## config.mk

```make
export PLATFORM = sky130hd
export DESIGN_NAME = tzr_divider
export DESIGN_NICKNAME = d
export VERILOG_FILES = /design/src/tzr_pkg.sv /design/src/tzr_divider.sv
export SDC_FILE = /design/constraint.sdc
export NUM_CORES = 1
export LEC_CHECK = 0
export BUFFER_PORTS_ARGS = -buffer_cell sky130_fd_sc_hd__buf_2
export CAP_MARGIN = 40
export CELL_PAD_IN_SITES_DETAIL_PLACEMENT = 1
export CELL_PAD_IN_SITES_GLOBAL_PLACEMENT = 1
export CORE_MARGIN = 1.5
export CORE_UTILIZATION = 43
export DETAILED_ROUTE_END_ITERATION = 8
export GPL_ROUTABILITY_DRIVEN = 0
export PLACE_DENSITY_LB_ADDON = 0.1
export SKIP_LAST_GASP = 1
export SYNTH_ARGS = -nofsm -noshare
export SYNTH_HDL_FRONTEND = slang
export SYNTH_SLANG_ARGS = --single-unit
export TNS_END_PERCENT = 100
```

## constraint.sdc

```tcl
create_clock -name i_clk -period 4.98 [get_ports i_clk]
set_input_delay 0.996 -clock i_clk [delete_from_list [all_inputs] [get_ports i_clk]]
set_output_delay 0.996 -clock i_clk [all_outputs]
set_load 0.03 [all_outputs]
```

## src/tzr_pkg.sv

```systemverilog
// shared types and constants of the torus z-buffer point renderer
package tzr_pkg;

    localparam int PA_W   = 5;
    localparam int PD_W   = 32;
    localparam int TRIG_W = 16;
    localparam int ACC_W  = 40;
    localparam int MA_W   = 37;
    localparam int MB_W   = 23;
    localparam int P_W    = MA_W + MB_W;
    localparam int DEN_W  = 37;
    localparam int QUOT_W = 16;
    localparam int DEPTH_W = 16;
    localparam int GLYPH_W = 4;
    localparam int ADDR_W  = 11;

    localparam logic signed [ACC_W-1:0] DEN_SAT = 40'sd1073741824;

    localparam logic [2:0] REG_CENTER_COL = 3'd0;
    localparam logic [2:0] REG_CENTER_ROW = 3'd1;
    localparam logic [2:0] REG_SCALE_COL  = 3'd2;
    localparam logic [2:0] REG_SCALE_ROW  = 3'd3;
    localparam logic [2:0] REG_VIEWER     = 3'd4;
    localparam logic [2:0] REG_MAJOR      = 3'd5;

    typedef logic signed [TRIG_W-1:0] t_trig;

    typedef struct packed {
        logic [DEPTH_W-1:0] depth;
        logic [GLYPH_W-1:0] glyph;
    } t_cell;

    typedef struct packed {
        logic              done;
        logic [QUOT_W-1:0] quot;
    } t_div_stat;

endpackage

```

## src/tzr_divider.sv

```systemverilog
// restoring divider for inverse depth, one quotient bit per cycle
module tzr_divider (
    input  logic                     i_clk,
    input  logic                     i_rst_n,
    input  logic                     i_start,
    input  logic [tzr_pkg::DEN_W-1:0] i_den,
    output tzr_pkg::t_div_stat       o_stat
);
    import tzr_pkg::*;

    localparam int REM_W = 47;
    localparam int DSH_W = DEN_W + QUOT_W - 1;

    logic [REM_W-1:0]  r_rem;
    logic [DSH_W-1:0]  r_dsh;
    logic [3:0]        r_cnt;
    logic              r_busy;
    logic              r_done;
    logic [QUOT_W-1:0] r_q;
    logic              w_fit;

    assign w_fit = {{(DSH_W-REM_W){1'b0}}, r_rem} >= r_dsh;

    always_ff @(posedge i_clk) begin
        if (!i_rst_n) begin
            r_busy <= 1'b0;
            r_done <= 1'b0;
            r_cnt  <= '0;
        end else begin
            r_done <= 1'b0;
            if (i_start) begin
                r_rem  <= REM_W'(1) << 46;
                r_dsh  <= {i_den, {(QUOT_W-1){1'b0}}};
                r_cnt  <= 4'd15;
                r_q    <= '0;
                r_busy <= 1'b1;
            end else if (r_busy) begin
                if (w_fit) begin
                    r_rem <= r_rem - REM_W'(r_dsh);
                end
                r_q   <= {r_q[QUOT_W-2:0], w_fit};
                r_dsh <= r_dsh >> 1;
                r_cnt <= r_cnt - 4'd1;
                if (r_cnt == 4'd0) begin
                    r_busy <= 1'b0;
                    r_done <= 1'b1;
                end
            end
        end
    end

    assign o_stat.done = r_done;
    assign o_stat.quot = r_q;

endmodule

```

### Word-level counts from Yosys, hierarchy flattened

Index checks and enable logic that the tools add are counted.

| storage, ports and cells | value |
|---|---|
| register bits | 121 |
| latch bits | 0 |
| RAM bits | 0 |
| bits in read-only memories | 0 |
| bits of input ports | 40 |
| output and inout port bits | 17 |
| word-level logic and storage cells | 29 |
| memories kept | 0 |

| cells by class | value |
|---|---|
| add/sub/neg operators | 2 |
| multiply operators | 0 |
| divide/modulo/power cells | 0 |
| $lt $le $gt $ge | 1 |
| eq/ne operators | 0 |
| shift operators | 0 |
| muxes and demuxes | 11 |
| bitwise logic cells | 2 |
| reductions and logical operators | 6 |

Operators with widths:

| cell | number |
|---|---|
| 2-to-1 mux 52 bit | 2 |
| 2-to-1 mux 47 bit | 2 |
| >= comparator 47 x 52 -> 1 bit | 1 |
| subtractor 47 bit | 1 |
| 2-to-1 mux 16 bit | 1 |
| 2-to-1 mux 4 bit | 2 |
| zero test 4 bit | 1 |
| 2-to-1 mux 1 bit | 4 |
| nonzero test 2 bit | 2 |
| subtractor 4 x 1 -> 4 bit, second input constant | 1 |
| AND reduction 3 bit | 1 |
| OR reduction 3 bit | 1 |
| inverter 1 bit | 2 |
| AND reduction 2 bit | 1 |

### Longest topological paths before layout

| depth | value |
|---|---|
| depth after elaboration | 4 |
| mapped depth | 11 |
| gate-level depth less buffers | 11 |

### Worst setup path after synthesis

Ideal clock, no wire load.

| path | value |
|---|---|
| path type | flip-flop to flip-flop |
| start point | reg r_dsh[0] |
| end point | reg r_rem[0] (enable) |
| library setup time | 467 ps |
| arrival time | 4209 ps |
| data required time | 4513 ps |
| setup slack | 304 ps |
| stages on the path, launching flop included | 11 |
| path buffers | 0 |
| path through | edfxtp_1 ha_1 fa_1 and2b_1 o211ai_1 nand4_1 a32oi_1 nor2_1 o21a_1 o21ai_0 a21oi_1 |

| between the ends | value |
|---|---|
| cells in the longest elaborated chain, start to end | 3 |

Ends and longest elaborated chain:

| what | RTL line | RTL |
|---|---|---|
| from (decl) | tzr_divider.sv:15 | `logic [DSH_W-1:0] r_dsh;` |
| from (signal assigned) | tzr_divider.sv:33 | `r_dsh <= {i_den, {(QUOT_W-1){1'b0}}};` |
| from (signal assigned) | tzr_divider.sv:42 | `r_dsh <= r_dsh >> 1;` |
| >= comparator 47 x 52 -> 1 bit | tzr_divider.sv:22 | `assign w_fit = {{(DSH_W-REM_W){1'b0}}, r_rem} >= r_dsh;` |
| nonzero test 2 bit (no line) | n/a |  |
| AND reduction 3 bit (no line) | n/a |  |
| to (signal assigned) | tzr_divider.sv:32 | `r_rem <= REM_W'(1) << 46;` |
| to (signal assigned) | tzr_divider.sv:39 | `r_rem <= r_rem - REM_W'(r_dsh);` |
| to (decl) | tzr_divider.sv:14 | `logic [REM_W-1:0] r_rem;` |

No other way between the ends.
A chain may end at the register's enable or synchronous reset.

### Worst setup path in the final report

| path | value |
|---|---|
| start point | reg r_dsh[0] |
| end point | reg r_rem[3] (enable) |

The elaborated chain is that of the path after synthesis.

==> results.json <==
{
  "clock-skew-final_ns": 0.00977,
  "finalSetupTns_ns": 0,
  "finalHoldViolCount": 0,
  "synth_edf_count": 115,
  "synth_area_um2": 7660,
  "stdcell_count": 1076,
  "ys_warn_count": 0,
  "dieHeight_um": 136,
  "port-buffer-count": 56,
  "dp_hpwl_um": 14100,
  "max_slew_margin_pct": 57.1,
  "ys_types": 60,
  "syn_inst": 802,
  "clock_latency_ns": 0.43,
  "avgViaCountPerCell": 5.62,
  "drtPass1Iterations": 5,
  "seq_area_frac_synth_pct": 46.7,
  "drive_gt1_share_pct": 13.3,
  "drc": 0,
  "io-pin-count": 57,
  "cp-start-kind": "register",
  "core_region_area_um2": 17400,
  "min_path_type": "reg2reg",
  "slew_viol_final": 0,
  "placed_cells": 1044,
  "first_global_vias": 6230,
  "cts_made_buffers": 17,
  "grt_max_degree": 91,
  "worst_slew_pin_slew_ns": 0.643,
  "cp_max_fo": 34,
  "cp-end-kind": "register",
  "routedWlPerCell_um": 18.3,
  "post_cts_buffers": 0,
  "fin_area_um2": 8760,
  "fin_ws_ns": 1.44,
  "fmax_mhz": 283,
  "die-area_um2": 18600,
  "yosysTopAreaCellShare_pct": 45.1,
  "mostFrequentLayoutCells": "edfxtp_1 (115), nor2_1 (88), nand2_1 (71), inv_1 (67), a21oi_1 (62)",
  "hold_buffers": 0,
  "p_per_area_nw_per_um2": 371,
  "timing.final.crit_period_ns": 3.54,
  "setup_viol": 0,
  "yosysTopAreaCell": "edfxtp_1",
  "timing_worst_setup_path_type": "reg2reg",
  "drv_cap": 0,
  "fp.dieW_um": 136,
  "drt_wl_total_um": 19600,
  "power_mw": 3.25,
  "postSynthRegisterBits": 121,
  "initial_core_util_pct": 44.1,
  "clockBufferDepth": 2,
  "synth_area_leaders": "edfxtp_1 (45%), ha_1 (7.8%), nor2_1 (4.3%)",
  "vias": 6051,
  "grt_usage_pct": 22.3,
  "arrival_ns": 3.65,
  "min_period_over_period_pct": 71.0,
  "pre_cts_ws_ns": 1.47,
  "cts_root_buffer": "clkbuf_16",
  "clk_pin_slew_ns": 0.06,
  "cts_tree": "yes",
  "layout_commonest_cell": "edfxtp_1",
  "drt-initial-drc-count": 338,
  "status": "finished clean",
  "cp.required_ns": 5.09,
  "async_reset_ff_share_pct": 0,
  "syn_nets": 891,
  "grt_overflow_total": 0,
  "nets": 927,
  "rows": 48,
  "cts_sinks": 121,
  "antenna_found_initial": 0,
  "synthToLayoutAreaGrowth_pct": 14.4,
  "h-tree-depth": 4,
  "placed_cell_area_um2": 8110,
  "ant_nets": 0,
  "rsz0062_at_grt": "no",
  "diodes": 0,
  "synth_ff_type": "edfxtp_1",
  "grt_first_pass_wirelength_um": 32100,
  "leakagePower_nw": 3.55,
  "syn_area_per_cell_um2": 9.55,
  "ir_drop_mv": 0.326,
  "post_cts_resized": 0
}
cell usage after synthesis (all sizes together) (3+ instances only):
library cell,count
nor3,14
nor4b,3
a211oi,9
inv,68
or2,5
clkbuf,33
nand2,71
dfxtp,6
a21oi,63
nand2b,3
o21a,6
and3,7
mux2,10
and2,5
o21bai,15
a21boi,6
xnor2,18
o211ai,7
a31oi,3
xor2,13
nand4,23
o31ai,4
or4,3
buf,11
a21o,21
nand3,14
nor2,88
nor2b,23
ha,48
o21ai,60
edfxtp,115
metal layers:
| metal | wire length (um) | global-route usage, % |
|---|---|---|
| met1 | 9590 | 30.9 |
| met2 | 9030 | 35.1 |
| met3 | 748 | 4.47 |
| met4 | 272 | 7.21 |
| met5 | 0 | 0 |
sequential cells by signal, indices dropped and copies added, names as in the netlist:
name	count
r_dsh	52
r_rem	47
r_q	16
r_cnt	4
r_busy	1
r_done	1
final timing paths:
path | slack [ns] | depth (start not counted) | start | endpoint
worst max-delay path | 1.44 | 11 | r_dsh[0] | r_rem[3]
worst min-delay path | 0.57 | 2 | r_dsh[9] | r_dsh[8]
worst max register to register | 1.44 | 11 | r_dsh[0] | r_rem[3]
worst min register to register | 0.57 | 2 | r_dsh[9] | r_dsh[8]
power by group:
part	switching, mW	internal [mW]
registers	0.0235	1.20
logic	0.399	0.230
clock network	0.471	0.930
layout make-up:
cell class / count / area [um^2]
Tap cell: 225 / 282
Clock inverter: 15 / 230
Multi-Input combinational cell: 569 / 3650
Fill cell: 1956 / 8590
Clock buffer: 17 / 425
Inverter: 68 / 255
Sequential cell: 121 / 3570
Timing Repair Buffer: 61 / 353
metrics by stage:
stage          utilization, %  hold WS [ns]
6_report                 50.5         0.568
4_1_cts                  50.5         0.568
5_1_grt                  50.5         0.602
2_1_floorplan               -         0.478
3_5_place_dp             46.7         0.554
3_3_place_gp             46.6         0.498
kinds of logic (layout without fill, tap and decap cells):
group                      count (synthesis)  in the layout  share of synthesized area, %
and+or+nand+nor                          266            266                          16.5
buffers and inverters                    112            161                          5.88
AOI/OAI and AO/OA                        213            213                          17.8
xor gates and xnor gates                  31             31                          3.55
adders and majority gates                 49             49                          8.10
muxes                                     10             10                          1.47
DFF                                      121            121                          46.7
critical path: stages (launching register included):
cell      delay, ns
edfxtp_1       0.38
ha_1           0.22
fa_1           0.40
and2b_1        0.28
o211ai_1       0.12
nand4_1        0.18
a32oi_1        0.16
nor2_1         0.21
o21a_1         0.18
o21ai_0        0.19
a21oi_4        0.56
buf_12         0.31
No activity file was read; power rests on OpenSTA's default activity.
